--- src/hw/rtl/rrsas_pkg.sv ---
// Package for the round-robin sprite animation scheduler.
// Holds the sizing constants, register index codes and the structs passed
// between the lanes, the merge stage and the top level. No dependencies.
package rrsas_pkg;

  // Number of sequence lanes
  localparam int MAX_SEQUENCES = 5;

  // Fixed field widths
  localparam int MASK_W        = 5;
  localparam int SETUP_REGS    = 5;
  localparam int SETUP_W       = 16;
  localparam int FRAME_W       = 8;
  localparam int SPEED_W       = 8;
  localparam int COUNT_FIELD_W = 3;
  localparam int SEQ_OUT_W     = 3;
  localparam int CFG_IDX_W     = 3;

  // Derived widths: lane index, and a count that can hold MAX_SEQUENCES
  localparam int SEQ_W = (MAX_SEQUENCES > 1) ? $clog2(MAX_SEQUENCES) : 1;
  localparam int CNT_W = $clog2(MAX_SEQUENCES + 1);

  // Frame loaded when a sequence becomes visible, so that the first
  // advance past the frame count lands on frame 0
  localparam logic [FRAME_W-1:0] ARM_FRAME = 8'd254;

  // Configuration register indexes
  localparam logic [CFG_IDX_W-1:0] CFG_SEQ_COUNT      = 3'd0;
  localparam logic [CFG_IDX_W-1:0] CFG_SEQ_SETUP_BASE = 3'd1;

  // What one lane would do if the visit reached it
  typedef struct packed {
    logic               push;
    logic               changed;
    logic [FRAME_W-1:0] frame;
  } lane_req_t;

  // Outcome of the rotating pick
  typedef struct packed {
    logic                     pushed;
    logic [SEQ_W-1:0]         seq;
    logic [FRAME_W-1:0]       frame;
    logic                     changed;
    logic [MAX_SEQUENCES-1:0] commit;
    logic [SEQ_W-1:0]         next_ptr;
  } merge_t;

endpackage

--- src/hw/rtl/rrsas_lane.sv ---
// One sequence lane: setup, frame, cooldown and visibility state, and the
// request it would raise if visited this tick. Depends on rrsas_pkg.
module rrsas_lane (
  input  logic                           clk,
  input  logic                           rst,
  input  logic                           setup_wr,
  input  logic [rrsas_pkg::SETUP_W-1:0]  setup_data,
  input  logic                           mask_bit,
  input  logic                           commit,
  output rrsas_pkg::lane_req_t           req
);

  logic [rrsas_pkg::FRAME_W-1:0] length;
  logic [rrsas_pkg::SPEED_W-1:0] speed;
  logic [rrsas_pkg::FRAME_W-1:0] frame, frame_next;
  logic [rrsas_pkg::SPEED_W-1:0] cooldown, cooldown_next;
  logic                          drawn, drawn_next;
  logic                          seen, seen_next;

  logic [rrsas_pkg::SPEED_W-1:0] cd_dec;
  logic [rrsas_pkg::FRAME_W-1:0] frame_inc;

  // Next state if this lane is visited
  always_comb begin
    cd_dec        = cooldown - 1'b1;
    frame_inc     = frame + 1'b1;
    frame_next    = frame;
    cooldown_next = cooldown;
    drawn_next    = drawn;
    seen_next     = seen;
    req           = '0;
    if (!mask_bit) begin
      seen_next = 1'b0;
    end else if (!seen) begin
      // newly visible: arm, no draw
      frame_next    = rrsas_pkg::ARM_FRAME;
      drawn_next    = 1'b0;
      cooldown_next = 8'd1;
      seen_next     = 1'b1;
    end else if (drawn) begin
      // repeat for the second buffer
      drawn_next  = 1'b0;
      req.push    = 1'b1;
      req.changed = 1'b0;
      req.frame   = frame;
    end else begin
      cooldown_next = cd_dec;
      if (cd_dec == '0) begin
        cooldown_next = speed;
        frame_next    = (frame_inc >= length) ? '0 : frame_inc;
        drawn_next    = 1'b1;
        req.push      = 1'b1;
        req.changed   = 1'b1;
        req.frame     = frame_next;
      end
    end
  end

  // State registers; a setup write reinitialises the lane
  always_ff @(posedge clk) begin
    if (rst) begin
      length   <= '0;
      speed    <= '0;
      frame    <= '0;
      cooldown <= '0;
      drawn    <= 1'b0;
      seen     <= 1'b0;
    end else if (setup_wr) begin
      length   <= setup_data[rrsas_pkg::FRAME_W-1:0];
      speed    <= setup_data[rrsas_pkg::SETUP_W-1:rrsas_pkg::FRAME_W];
      frame    <= '0;
      cooldown <= setup_data[rrsas_pkg::SETUP_W-1:rrsas_pkg::FRAME_W];
      drawn    <= 1'b0;
      seen     <= 1'b0;
    end else if (commit) begin
      frame    <= frame_next;
      cooldown <= cooldown_next;
      drawn    <= drawn_next;
      seen     <= seen_next;
    end
  end

endmodule

--- src/hw/rtl/rrsas_merge.sv ---
// Rotating priority pick over the lane requests: finds the first pushing
// lane from the visit pointer, which lanes were visited, and the new pointer.
// Depends on rrsas_pkg.
module rrsas_merge (
  input  rrsas_pkg::lane_req_t            req [rrsas_pkg::MAX_SEQUENCES],
  input  logic [rrsas_pkg::CNT_W-1:0]     count,
  input  logic [rrsas_pkg::SEQ_W-1:0]     ptr,
  output rrsas_pkg::merge_t               res
);

  logic [rrsas_pkg::CNT_W-1:0] start_c;
  logic [rrsas_pkg::CNT_W-1:0] span [rrsas_pkg::MAX_SEQUENCES];
  logic [rrsas_pkg::CNT_W-1:0] s_c;
  logic [rrsas_pkg::CNT_W-1:0] best_d;
  logic [rrsas_pkg::CNT_W-1:0] nxt_c;
  logic [rrsas_pkg::SEQ_W-1:0] best_s;
  logic                        found;

  always_comb begin
    // a stale pointer past the active count restarts at lane 0
    start_c = (rrsas_pkg::CNT_W'(ptr) >= count) ? '0 : rrsas_pkg::CNT_W'(ptr);
    found   = 1'b0;
    best_d  = '0;
    best_s  = '0;
    res     = '0;

    // distance of each lane from the start, in visit order
    for (int s = 0; s < rrsas_pkg::MAX_SEQUENCES; s++) begin
      s_c     = rrsas_pkg::CNT_W'(s);
      span[s] = (s_c >= start_c) ? (s_c - start_c) : (s_c + count - start_c);
    end

    // nearest pushing lane wins
    for (int s = 0; s < rrsas_pkg::MAX_SEQUENCES; s++) begin
      s_c = rrsas_pkg::CNT_W'(s);
      if (s_c < count && req[s].push && (!found || span[s] < best_d)) begin
        found  = 1'b1;
        best_d = span[s];
        best_s = rrsas_pkg::SEQ_W'(s);
      end
    end

    // lanes up to and including the winner were visited (every active lane if none pushes)
    for (int s = 0; s < rrsas_pkg::MAX_SEQUENCES; s++) begin
      s_c           = rrsas_pkg::CNT_W'(s);
      res.commit[s] = (s_c < count) && (!found || span[s] <= best_d);
    end

    nxt_c = rrsas_pkg::CNT_W'(best_s) + 1'b1;
    if (count == '0) begin
      res.next_ptr = ptr;
    end else if (found) begin
      res.next_ptr = (nxt_c == count) ? '0 : rrsas_pkg::SEQ_W'(nxt_c);
    end else begin
      res.next_ptr = rrsas_pkg::SEQ_W'(start_c);
    end

    res.pushed = found;
    if (found) begin
      res.seq     = best_s;
      res.frame   = req[best_s].frame;
      res.changed = req[best_s].changed;
    end
  end

endmodule

--- src/hw/rtl/round_robin_sprite_animation_scheduler_core.sv ---
// Round-robin sprite animation scheduler, top level.
// Instantiates one rrsas_lane per sequence and rrsas_merge; uses rrsas_pkg.
//
// Usage
//   Configuration: cfg_we/cfg_index/cfg_data write one register per cycle.
//   Index 0 sets the number of active sequences (saturated at the lane
//   count) and returns the visit pointer to lane 0. Index 1+n loads the
//   frame count (low byte) and ticks per frame (high byte) of sequence n
//   and reinitialises that sequence. Write only while the block is idle.
//   Tick channel: tick_valid/tick_ready carry visible_mask, one transaction
//   per display frame.
//   Result channel: result_valid/result_ready carry pushed, pushed_sequence,
//   frame_index and frame_changed; exactly one result per tick.
// Timing
//   Every lane evaluates its sequence in parallel and the rotating pick
//   settles the visit in the same cycle, so a result appears in the cycle
//   after its tick is accepted; unstalled, one tick is taken every cycle.
//   The single output register decides the rate under back-pressure: while
//   a result waits on a stalled receiver, tick_ready stays low; the next
//   tick is taken in the cycle the waiting result is taken.
// Reset
//   rst (synchronous) clears all setup, lane state, the pointer and the
//   output valid flag; no sequences are active afterwards.
module round_robin_sprite_animation_scheduler_core (
  input  logic                               clk,
  input  logic                               rst,
  input  logic                               cfg_we,
  input  logic [rrsas_pkg::CFG_IDX_W-1:0]    cfg_index,
  input  logic [rrsas_pkg::SETUP_W-1:0]      cfg_data,
  input  logic                               tick_valid,
  output logic                               tick_ready,
  input  logic [rrsas_pkg::MASK_W-1:0]       visible_mask,
  output logic                               result_valid,
  input  logic                               result_ready,
  output logic                               pushed,
  output logic [rrsas_pkg::SEQ_OUT_W-1:0]    pushed_sequence,
  output logic [rrsas_pkg::FRAME_W-1:0]      frame_index,
  output logic                               frame_changed
);

  localparam int PAD_W = rrsas_pkg::MAX_SEQUENCES + rrsas_pkg::MASK_W;

  logic [rrsas_pkg::CNT_W-1:0] count;
  logic [rrsas_pkg::SEQ_W-1:0] ptr;
  logic                        accept;
  logic [PAD_W-1:0]            mask_pad;
  rrsas_pkg::lane_req_t        req [rrsas_pkg::MAX_SEQUENCES];
  rrsas_pkg::merge_t           res;

  assign tick_ready = !result_valid || result_ready;
  assign accept     = tick_valid && tick_ready;
  assign mask_pad   = PAD_W'(visible_mask);

  // Sequence lanes
  for (genvar s = 0; s < rrsas_pkg::MAX_SEQUENCES; s++) begin : g_lane
    logic setup_wr;
    assign setup_wr = cfg_we && (s < rrsas_pkg::SETUP_REGS) &&
                      (cfg_index == rrsas_pkg::CFG_SEQ_SETUP_BASE +
                                    rrsas_pkg::CFG_IDX_W'(s));
    rrsas_lane u_lane (
      .clk        (clk),
      .rst        (rst),
      .setup_wr   (setup_wr),
      .setup_data (cfg_data),
      .mask_bit   (mask_pad[s]),
      .commit     (accept && res.commit[s]),
      .req        (req[s])
    );
  end

  // Rotating pick
  rrsas_merge u_merge (
    .req   (req),
    .count (count),
    .ptr   (ptr),
    .res   (res)
  );

  // Active count and visit pointer
  always_ff @(posedge clk) begin
    if (rst) begin
      count <= '0;
      ptr   <= '0;
    end else if (cfg_we && cfg_index == rrsas_pkg::CFG_SEQ_COUNT) begin
      if (int'(cfg_data[rrsas_pkg::COUNT_FIELD_W-1:0]) > rrsas_pkg::MAX_SEQUENCES) begin
        count <= rrsas_pkg::CNT_W'(rrsas_pkg::MAX_SEQUENCES);
      end else begin
        count <= rrsas_pkg::CNT_W'(cfg_data[rrsas_pkg::COUNT_FIELD_W-1:0]);
      end
      ptr <= '0;
    end else if (accept) begin
      ptr <= res.next_ptr;
    end
  end

  // Output register
  always_ff @(posedge clk) begin
    if (rst) begin
      result_valid <= 1'b0;
    end else if (accept) begin
      result_valid <= 1'b1;
    end else if (result_ready) begin
      result_valid <= 1'b0;
    end
  end

  always_ff @(posedge clk) begin
    if (accept) begin
      pushed          <= res.pushed;
      pushed_sequence <= rrsas_pkg::SEQ_OUT_W'(res.seq);
      frame_index     <= res.frame;
      frame_changed   <= res.changed;
    end
  end

endmodule

--- config.mk ---
export PLATFORM = sky130hd
export DESIGN_NAME = round_robin_sprite_animation_scheduler_core
export DESIGN_NICKNAME = d
export VERILOG_FILES = /design/src/hw/rtl/rrsas_pkg.sv /design/src/hw/rtl/rrsas_lane.sv /design/src/hw/rtl/rrsas_merge.sv /design/src/hw/rtl/round_robin_sprite_animation_scheduler_core.sv
export SDC_FILE = /design/constraint.sdc
export NUM_CORES = 1
export LEC_CHECK = 0
export BUFFER_PORTS_ARGS = -buffer_cell sky130_fd_sc_hd__clkbuf_2
export CAP_MARGIN = 10
export CELL_PAD_IN_SITES_DETAIL_PLACEMENT = 0
export CELL_PAD_IN_SITES_GLOBAL_PLACEMENT = 2
export CORE_MARGIN = 2
export CORE_UTILIZATION = 35
export CTS_BUF_LIST = sky130_fd_sc_hd__clkbuf_8
export DETAILED_ROUTE_END_ITERATION = 16
export PLACE_DENSITY_LB_ADDON = 0.1
export SLEW_MARGIN = 20
export SYNTH_ARGS = -nofsm -noshare
export SYNTH_HDL_FRONTEND = slang
export SYNTH_SLANG_ARGS = --single-unit
export TNS_END_PERCENT = 100
--- constraint.sdc ---
create_clock -name clk -period 8.96 [get_ports clk]
set_clock_uncertainty 0.1 [all_clocks]
set_input_delay 0.896 -clock clk [delete_from_list [all_inputs] [get_ports clk]]
set_output_delay 0.896 -clock clk [all_outputs]
set_load 0.01 [all_outputs]
==> impl_metrics.ini, run 1 <==
[outcome]
status = finished, final reports clean

[clocking]
cts_tree = built
clkLatencyLatePin_ps = 510
h-tree-depth = 4
clockBufferDepth = 2
numCtsBuffers = 17
cts_sinks = 190
root_buffer = clkbuf_8
clkTransAtPathRegs_ps = 110

[placement]
port_buffers = 43
hpwl_um = 31000
gp_congestion = 0.861

[global_routing]
grt_pass1_wl_um = 66000
overflow = 0
globalRouteTotalUtil = 0.224
antenna_found_initial = 1
grt_pass1_vias = 11200
grt_max_degree = 68

[power]
switchingPower_mw = 0.464
netSwitchingFraction = 0.281
comb_power_share = 0.096
powerDensity_nw_per_um2 = 115
internal_power_mw = 1.19
power_frac_seq = 0.532
p_leak_nw = 5.38
power_mw = 1.65
clockPowerShare = 0.372
vdd_ir_drop_max_mv = 0.112

[logic_synthesis]
synth-seq-area-share = 0.314
synth_edf_count = 13
synth_common_cells = 293 x nand2_1, 235 x a21oi_1, 177 x dfxtp_1
yosys.area.top_type = dfxtp_1
synthCells = 1644
synth_most_common_cell = nand2_1
synth.avg_cell_area_um2 = 7.63
synthesis.nets = 1771
synth.ff_latch_count = 190
async_flop_share = 0
synth_area_leaders = dfxtp_1 28%, ha_1 9.7%, a21oi_1 9.4%, nand2_1 8.8%, nor2_1 4.0%
yosysTopAreaCellShare = 0.282
syn_area_um2 = 12500
synth_cell_type_count = 82
synth-main-ff-cell = dfxtp_1
yosys_warnings = 0

[timing]
worst_pin_slew_ps = 941
post-route-period-util = 0.962
relSlewSlack = 0.372
rsz0062_at_grt = yes
drv_slew = 0
hold_ws_ps = 360
setup_viol = 0
max_freq_ghz = 0.116
fin_crit_ps = 8620
hold_violations = 0
fin_setup_tns_ps = 0

[hold_path]
min_to = g_lane[4].u_lane.speed[6]$_SDFFE_PP0P_
hold_path.startpoint = g_lane[4].u_lane.speed[6]$_SDFFE_PP0P_
min_path_cells = 2
hold_path_class = reg -> reg

[cells_and_area]
antenna_cells = 0
nets = 1834
layout-drive-gt1-share = 0.150
post-route-util = 0.408
area_growth_pct = 15.0

[floorplanning]
ios = 44
die_area_um2 = 37400
core_um2 = 35400
floorplan.die.height_um = 193
rows = 69
start_util = 0.354
die-width_um = 193

[critical_path]
required_ps = 9240
rr_endpoint = g_lane[4].u_lane.frame[6]$_SDFFE_PP0P_
r2r_cells = 48
start_kind = flop
crit_type = reg -> reg
worstPathMaxFanout = 6
cp.arrival_ps = 8900
max_stage_delay_ps = 350
critPathSlowestCell = mux2_4
reg2reg_slack_ps = 340
end_kind = flop
r2r-start = ptr[0]$_SDFFE_PP0P_
crit_top_cell = ha_4

[detailed_routing]
dr_total_vias = 11700
drtPass1Iterations = 5
drt_first_iter_violations = 763
drc = 0
antenna_left = 0
routed_via_density = 5.35
routed_wl_um = 42100
post_drt_wl_per_cell_um = 19.3

[flow_run]
max_cap_viol_count = 0
[layer usage]
metal | up-vias | share of wire | GRT usage
li1 | 5923 | - | -
met1 | 5526 | 0.49 | 0.313
met2 | 172 | 0.45 | 0.354
met3 | 44 | 0.033 | 0.0366
met4 | 0 | 0.023 | 0.0656
met5 | - | 0 | 0
[timing repair]
action	4_1_cts	5_1_grt
resized for setup	11	69
gates cloned	0	3
endpoints found under the setup margin	45	92
pin swaps	0	46
hold buffers	0	0
buffers inserted	0	21
[stage by stage]
step	cells	worst slack, ps	instance area (um2)
3_5_place_dp	2125	-164	13500
3_3_place_gp	2125	68.1	13500
4_1_cts	2156	1.33	14000
2_1_floorplan	1644	27.7	12700
5_1_grt	2180	-64.6	14400
6_report	2180	338	14400
[layout by cell type, fill, tap and decap left out, drive strengths merged, types with 6 or more instances in the layout]
cell,instances
nand2,293
a21oi,237
dfxtp,177
nor2,134
ha,97
inv,81
o21ai,79
buf,78
clkbuf,61
nand3,38
xnor2,38
a21o,37
nand2b,30
mux2i,27
nor3,26
a211oi,21
xor2,20
edfxtp,13
nor2b,13
and2,13
o211ai,13
nor4,13
o31ai,12
or3,12
a211o,11
a22oi,11
o21a,11
a21boi,11
o22ai,10
or2,10
or4,7
and3,6
clkinv,6
[flip-flops by register name, summed over array words and instances (netlist names)]
register / count
g_lane.u_lane.speed: 40
result_valid: 1
count: 3
frame_changed: 1
g_lane.u_lane.frame: 40
pushed_sequence: 3
g_lane.u_lane.cooldown: 40
frame_index: 8
pushed: 1
g_lane.u_lane.length: 40
ptr: 3
g_lane.u_lane.drawn: 5
g_lane.u_lane.seen: 5
[power by group through the flow]
| stage | sequential, mW | clock, mW | combinational [mW] |
|---|---|---|---|
| global placement | 0.899 | 0 | 0.155 |
| global route | 0.883 | 0.667 | 0.177 |
| CTS | 0.880 | 0.633 | 0.156 |
| detailed placement | 0.899 | 0 | 0.155 |
| finish | 0.880 | 0.615 | 0.158 |
| floorplan | 0.898 | 0 | 0.0985 |
[layout make-up]
type	count	area [um2]
Sequential cell	190	3940
Clock inverter	12	139
Clock buffer	19	262
Fill cell	3698	21000
Tap cell	461	577
Multi-Input combinational cell	1299	8410
Inverter	79	297
Timing Repair Buffer	120	816
[worst max-delay path by stage]
stage,cells past startpoint,end,startpoint
6_report,48,g_lane[4].u_lane.frame[6]$_SDFFE_PP0P_,ptr[0]$_SDFFE_PP0P_
2_1_floorplan,47,g_lane[3].u_lane.frame[3]$_SDFFE_PP0P_,count[2]$_SDFFE_PP0P_
3_3_place_gp,46,g_lane[4].u_lane.frame[5]$_SDFFE_PP0P_,count[2]$_SDFFE_PP0P_
5_1_grt,45,g_lane[3].u_lane.cooldown[3]$_SDFFE_PP0P_,count[2]$_SDFFE_PP0P_
3_5_place_dp,47,g_lane[4].u_lane.frame[5]$_SDFFE_PP0P_,count[2]$_SDFFE_PP0P_
4_1_cts,45,g_lane[0].u_lane.frame[2]$_SDFFE_PP0P_,count[2]$_SDFFE_PP0P_
[cells by family (layout without fill, tap and decap cells)]
logic type / Yosys count / count (layout) / synth area share
AND/OR/NAND/NOR: 608 / 610 / 0.222
adder cells (fa/ha/maj): 98 / 98 / 0.0983
multiplexers: 31 / 31 / 0.0251
buffers and inverters: 157 / 230 / 0.0504
AO/OA/AOI/OAI: 502 / 502 / 0.250
XOR/XNOR: 58 / 58 / 0.0405
flip-flops: 190 / 190 / 0.314
[critical path: cells and delay by family, from the launching register on]
family / cells / cell delay [ps]
AOI/OAI and AO/OA: 19 / 3160
adders and majority gates: 8 / 2170
and+or+nand+nor: 9 / 930
muxes: 3 / 800
buffers and inverters: 7 / 710
DFF: 1 / 340
xor gates and xnor gates: 2 / 280
Power figures use the tool's default switching activity.
==> run 2: changes to the inputs <==
- CORE_MARGIN: 2 -> 3
==> impl_metrics.ini, run 2 (synthesis gave the netlist of run 1 again) <==
[critical_path]
crit_type = reg -> reg
crit_top_cell = nand2_1
required_ps = 9230
rr_endpoint = g_lane[3].u_lane.frame[7]$_SDFFE_PP0P_
critPathSlowestCell = or3_4
reg2reg_slack_ps = 410
end_kind = flop
max_stage_delay_ps = 450
r2r-start = count[2]$_SDFFE_PP0P_
start_kind = flop
cp.arrival_ps = 8820
r2r_cells = 45
worstPathMaxFanout = 5
cp-startpoint = count[2]$_SDFFE_PP0P_

[clocking]
cts_sinks = 190
clkLatencyLatePin_ps = 490
h-tree-depth = 4
cts_tree = built
root_buffer = clkbuf_8
clkTransAtPathRegs_ps = 100
numCtsBuffers = 17
clockBufferDepth = 2

[detailed_routing]
routed_via_density = 5.37
drt_first_iter_violations = 750
drtPass1Iterations = 5
dr_total_vias = 11700
routed_wl_um = 41500
drc = 0
post_drt_wl_per_cell_um = 19.1
antenna_left = 0

[placement]
postPlaceCellArea_um2 = 13500
gp_congestion = 0.828
dpl_worst_slack_ps = -153
hpwl_um = 30700
port_buffers = 43

[cells_and_area]
post-route-cell-area_um2 = 14300
antenna_cells = 0
fill_cells = 3725
area_growth_pct = 13.9
layout-drive-gt1-share = 0.138
layout_commonest_cell = nand2_1
layout_common_cells = 292 x nand2_1, 228 x a21oi_1, 175 x dfxtp_1
nets = 1830

[timing]
setup_viol = 0
fin_crit_ps = 8550
relSlewSlack = 0.301
worst_pin_slew_ps = 1050
setup_ws_ps = 411
drv_slew = 0
post-route-period-util = 0.954
hold_violations = 0
max_freq_ghz = 0.117

[global_routing]
grt_max_degree = 94
antenna_found_initial = 0
globalRouteTotalUtil = 0.214
grt_pass1_wl_um = 64500
overflow = 0
grt_pass1_vias = 11100

[floorplanning]
start_util = 0.359
ios = 44
floorplan.die.height_um = 195
rows = 68
die-width_um = 195
core_um2 = 35000
die_area_um2 = 38200

[hold_path]
hold_path_class = reg -> reg
hold_path.startpoint = g_lane[4].u_lane.speed[6]$_SDFFE_PP0P_
min_to = g_lane[4].u_lane.speed[6]$_SDFFE_PP0P_
min_path_cells = 2

[power]
vdd_ir_drop_max_mv = 0.0919
powerDensity_nw_per_um2 = 112
p_leak_nw = 5.35

[outcome]
status = finished, final reports clean

[flow_run]
max_cap_viol_count = 0
[run 2: power breakdown]
part	switching (mW)	internal, mW	total (mW)
clock network	0.343	0.220	0.563
logic	0.101	0.0563	0.157
registers	0.0111	0.869	0.880
[run 2: critical path, delay by kind of cell, from the launching register on]
kind,cells,cell delay [ps]
adders and majority gates,7,2020
muxes,3,780
DFF,1,330
and+or+nand+nor,11,1460
xor gates and xnor gates,2,290
AOI/OAI and AO/OA,17,2890
buffers and inverters,5,560
[run 2: layout make-up]
class,count,area [um2],area share
inverters,79,297,0.0208
multi-input cells,1299,8340,0.584
clock inverters,15,121,0.00849
repair buffers,116,793,0.0555
flip-flops and latches,190,3940,0.275
well taps,455,569,0.0398
clock buffers,17,234,0.0164
[run 2: worst max-delay path by stage]
| stage | slack (ps) | to | cells after the start |
|---|---|---|---|
| floorplan | 30 | g_lane[3].u_lane.frame[3]$_SDFFE_PP0P_ | 47 |
| global placement | 60 | g_lane[4].u_lane.frame[5]$_SDFFE_PP0P_ | 46 |
| detailed placement | -150 | g_lane[4].u_lane.frame[5]$_SDFFE_PP0P_ | 47 |
| CTS | 10 | g_lane[4].u_lane.frame[5]$_SDFFE_PP0P_ | 48 |
| global route | -50 | g_lane[3].u_lane.frame[1]$_SDFFE_PP0P_ | 45 |
| finish | 410 | g_lane[3].u_lane.frame[7]$_SDFFE_PP0P_ | 45 |
[run 2: per-layer routing]
metal | global-route usage | part of all wire
met1 | 0.305 | 0.49
met2 | 0.332 | 0.44
met3 | 0.0342 | 0.040
met4 | 0.0676 | 0.027
met5 | 0 | 0
[run 2: what timing repair did]
item | 4_1_cts | 5_1_grt
hold buffers | 0 | 0
gates resized for setup | 8 | 46
endpoints found under the setup margin | 43 | 91
buffers inserted | 1 | 21
cloned | 0 | 2
pin swaps | 1 | 27
[run 2: metrics by stage]
stage                     total power, mW  setup TNS, ps  cells   util  hold slack [ps]
after floorplan                     0.997              0   1644      -              332
after global placement               1.05              0   2115  0.386              338
after detailed placement             1.05          -1210   2115  0.386              344
after CTS                            1.62              0   2148  0.397              359
after global routing                 1.67           -375   2171  0.409              377
final                                1.60              0   2171  0.409              354
==> run 3: changes to the inputs <==
- ABC_AREA: unset -> 1
- CORE_UTILIZATION: 35 -> 33
==> impl_metrics.ini, run 3 <==
[timing]
max_freq_ghz = 0.123
relSlewSlack = 0.403
worst_pin_slew_ps = 894
hold_ws_ps = 367
post-route-period-util = 0.907
hold_violations = 0
setup_viol = 0
rsz0062_at_grt = no
fin_crit_ps = 8130
drv_slew = 0

[critical_path]
reg2reg_slack_ps = 830
max_stage_delay_ps = 420
rr_endpoint = g_lane[4].u_lane.cooldown[3]$_SDFFE_PP0P_
end_kind = flop
cp.arrival_ps = 8460
worstPathMaxFanout = 9
r2r_cells = 50
crit_top_cell = nand2_1
critPathSlowestCell = o21ai_1
start_kind = flop
required_ps = 9290
r2r-start = count[2]$_SDFFE_PP0P_
crit_type = reg -> reg

[hold_path]
hold_path.startpoint = g_lane[2].u_lane.length[7]$_SDFFE_PP0P_
min_to = g_lane[2].u_lane.length[7]$_SDFFE_PP0P_
hold_path_class = reg -> reg
min_path_cells = 2

[logic_synthesis]
yosys_warnings = 0
synth-seq-area-share = 0.316
synth_cell_type_count = 52
synth.avg_cell_area_um2 = 6.85
synth_common_cells = 377 x nand2_1, 249 x inv_1, 210 x a21oi_1
synth.ff_latch_count = 190
async_flop_share = 0
yosys.area.top_type = dfxtp_1
synth-main-ff-cell = dfxtp_1
synthCells = 1815
synthesis.nets = 1942
synth_area_leaders = dfxtp_1 28%, nand2_1 11%, ha_1 9.8%, a21oi_1 8.5%, inv_1 7.5%
yosysTopAreaCellShare = 0.285
syn_area_um2 = 12400
synth_most_common_cell = nand2_1
synth_edf_count = 13

[power]
internal_power_mw = 1.17
vdd_ir_drop_max_mv = 0.0890
switchingPower_mw = 0.493
netSwitchingFraction = 0.296
power_frac_seq = 0.534
comb_power_share = 0.126
powerDensity_nw_per_um2 = 122
clockPowerShare = 0.340
p_leak_nw = 5.86

[detailed_routing]
dr_total_vias = 11700
drtPass1Iterations = 5
antenna_left = 0
post_drt_wl_per_cell_um = 17.1
drc = 0
routed_wl_um = 40600
drt_first_iter_violations = 824
routed_via_density = 4.96

[placement]
port_buffers = 43
gp_congestion = 0.815
hpwl_um = 30500
postPlaceCellArea_um2 = 13200

[global_routing]
overflow = 0
globalRouteTotalUtil = 0.199
grt_max_degree = 54
antenna_found_initial = 1
grt_pass1_vias = 11100
grt_pass1_wl_um = 63500

[cells_and_area]
fill_cells = 4065
layout_commonest_cell = nand2_1
layout-drive-gt1-share = 0.0912
nets = 1978
layout_common_cells = 377 x nand2_1, 244 x inv_1, 209 x a21oi_1
post-route-util = 0.370
area_growth_pct = 9.82
post-route-cell-area_um2 = 13700

[clocking]
clkTransAtPathRegs_ps = 100
clockBufferDepth = 2
root_buffer = clkbuf_8
clkLatencyLatePin_ps = 510
cts_tree = built
cts_sinks = 190
h-tree-depth = 4
numCtsBuffers = 17

[floorplanning]
floorplan.die.height_um = 200
ios = 44
die-width_um = 200
die_area_um2 = 40100
rows = 70
core_um2 = 36900
start_util = 0.337

[flow_run]
max_cap_viol_count = 0

[outcome]
status = finished, final reports clean
[run 3: final cells by class]
cell class	count	area [um2]	share of cell area
timing repair inverter	4	27.5	0.00202
multi-input combinational	1309	7320	0.536
clock buffer	19	262	0.0191
inverter	264	996	0.0729
antenna	1	2.50	0.000183
tap	504	631	0.0462
clock inverter	13	101	0.00742
timing repair buffer	65	380	0.0278
sequential	190	3940	0.288
[run 3: per-stage QoR]
step	total power, mW	setup TNS [ps]	std cells	setup slack (ps)
3_5_place_dp	1.12	-3620	2323	-231
3_3_place_gp	1.12	-0.887	2323	-0.887
2_1_floorplan	1.05	0	1815	970
4_1_cts	1.69	0	2355	131
5_1_grt	1.75	0	2368	88.9
6_report	1.67	0	2369	832
[run 3: what timing repair did]
action	CTS	global route
setup buffers	0	9
setup endpoints to repair	51	82
hold buffers	0	0
gates resized for setup	2	33
pin swaps	0	2
cloned	0	4
[run 3: metal layers]
| layer | GRT usage | vias to the layer above | share of wire |
|---|---|---|---|
| met3 | 0.0242 | 40 | 0.031 |
| met5 | 0 | - | 0 |
| met4 | 0.0609 | 0 | 0.020 |
| met1 | 0.280 | 5414 | 0.50 |
| met2 | 0.318 | 218 | 0.45 |
| li1 | - | 6071 | - |
[run 3: worst max-delay path: cells and delay by family, from the launching register on]
| family | cells | cell delay (ps) |
|---|---|---|
| flops | 1 | 400 |
| buf+inv | 7 | 840 |
| simple gates | 23 | 2370 |
| compound gates | 12 | 1990 |
| fa+ha+maj | 8 | 2320 |
[run 3: power groups by stage]
stage / combinational, mW / clock (mW) / sequential [mW]
after global placement: 0.207 / 0 / 0.910
after floorplan: 0.143 / 0 / 0.908
after global routing: 0.239 / 0.615 / 0.894
after CTS: 0.209 / 0.593 / 0.891
final: 0.210 / 0.566 / 0.891
after detailed placement: 0.207 / 0 / 0.910
[run 3: worst max-delay path by stage]
stage	cells past startpoint	from	slack [ps]	to
detailed placement	51	count[1]$_SDFFE_PP0P_	-230	g_lane[4].u_lane.frame[2]$_SDFFE_PP0P_
finish	50	count[2]$_SDFFE_PP0P_	830	g_lane[4].u_lane.cooldown[3]$_SDFFE_PP0P_
floorplan	50	count[2]$_SDFFE_PP0P_	970	g_lane[4].u_lane.frame[2]$_SDFFE_PP0P_
global placement	50	count[1]$_SDFFE_PP0P_	-0.9	g_lane[4].u_lane.frame[5]$_SDFFE_PP0P_
CTS	51	count[1]$_SDFFE_PP0P_	130	g_lane[4].u_lane.frame[2]$_SDFFE_PP0P_
global route	53	count[1]$_SDFFE_PP0P_	90	g_lane[0].u_lane.cooldown[0]$_SDFFE_PP0P_
[run 3: kinds of logic after synthesis]
family | count (synthesis) | share of synthesized area
xor+xnor | 62 | 0.0437
fa+ha+maj | 98 | 0.0992
flops | 190 | 0.316
buf+inv | 316 | 0.0982
mux | 1 | 0.000805
compound gates | 477 | 0.211
simple gates | 671 | 0.230
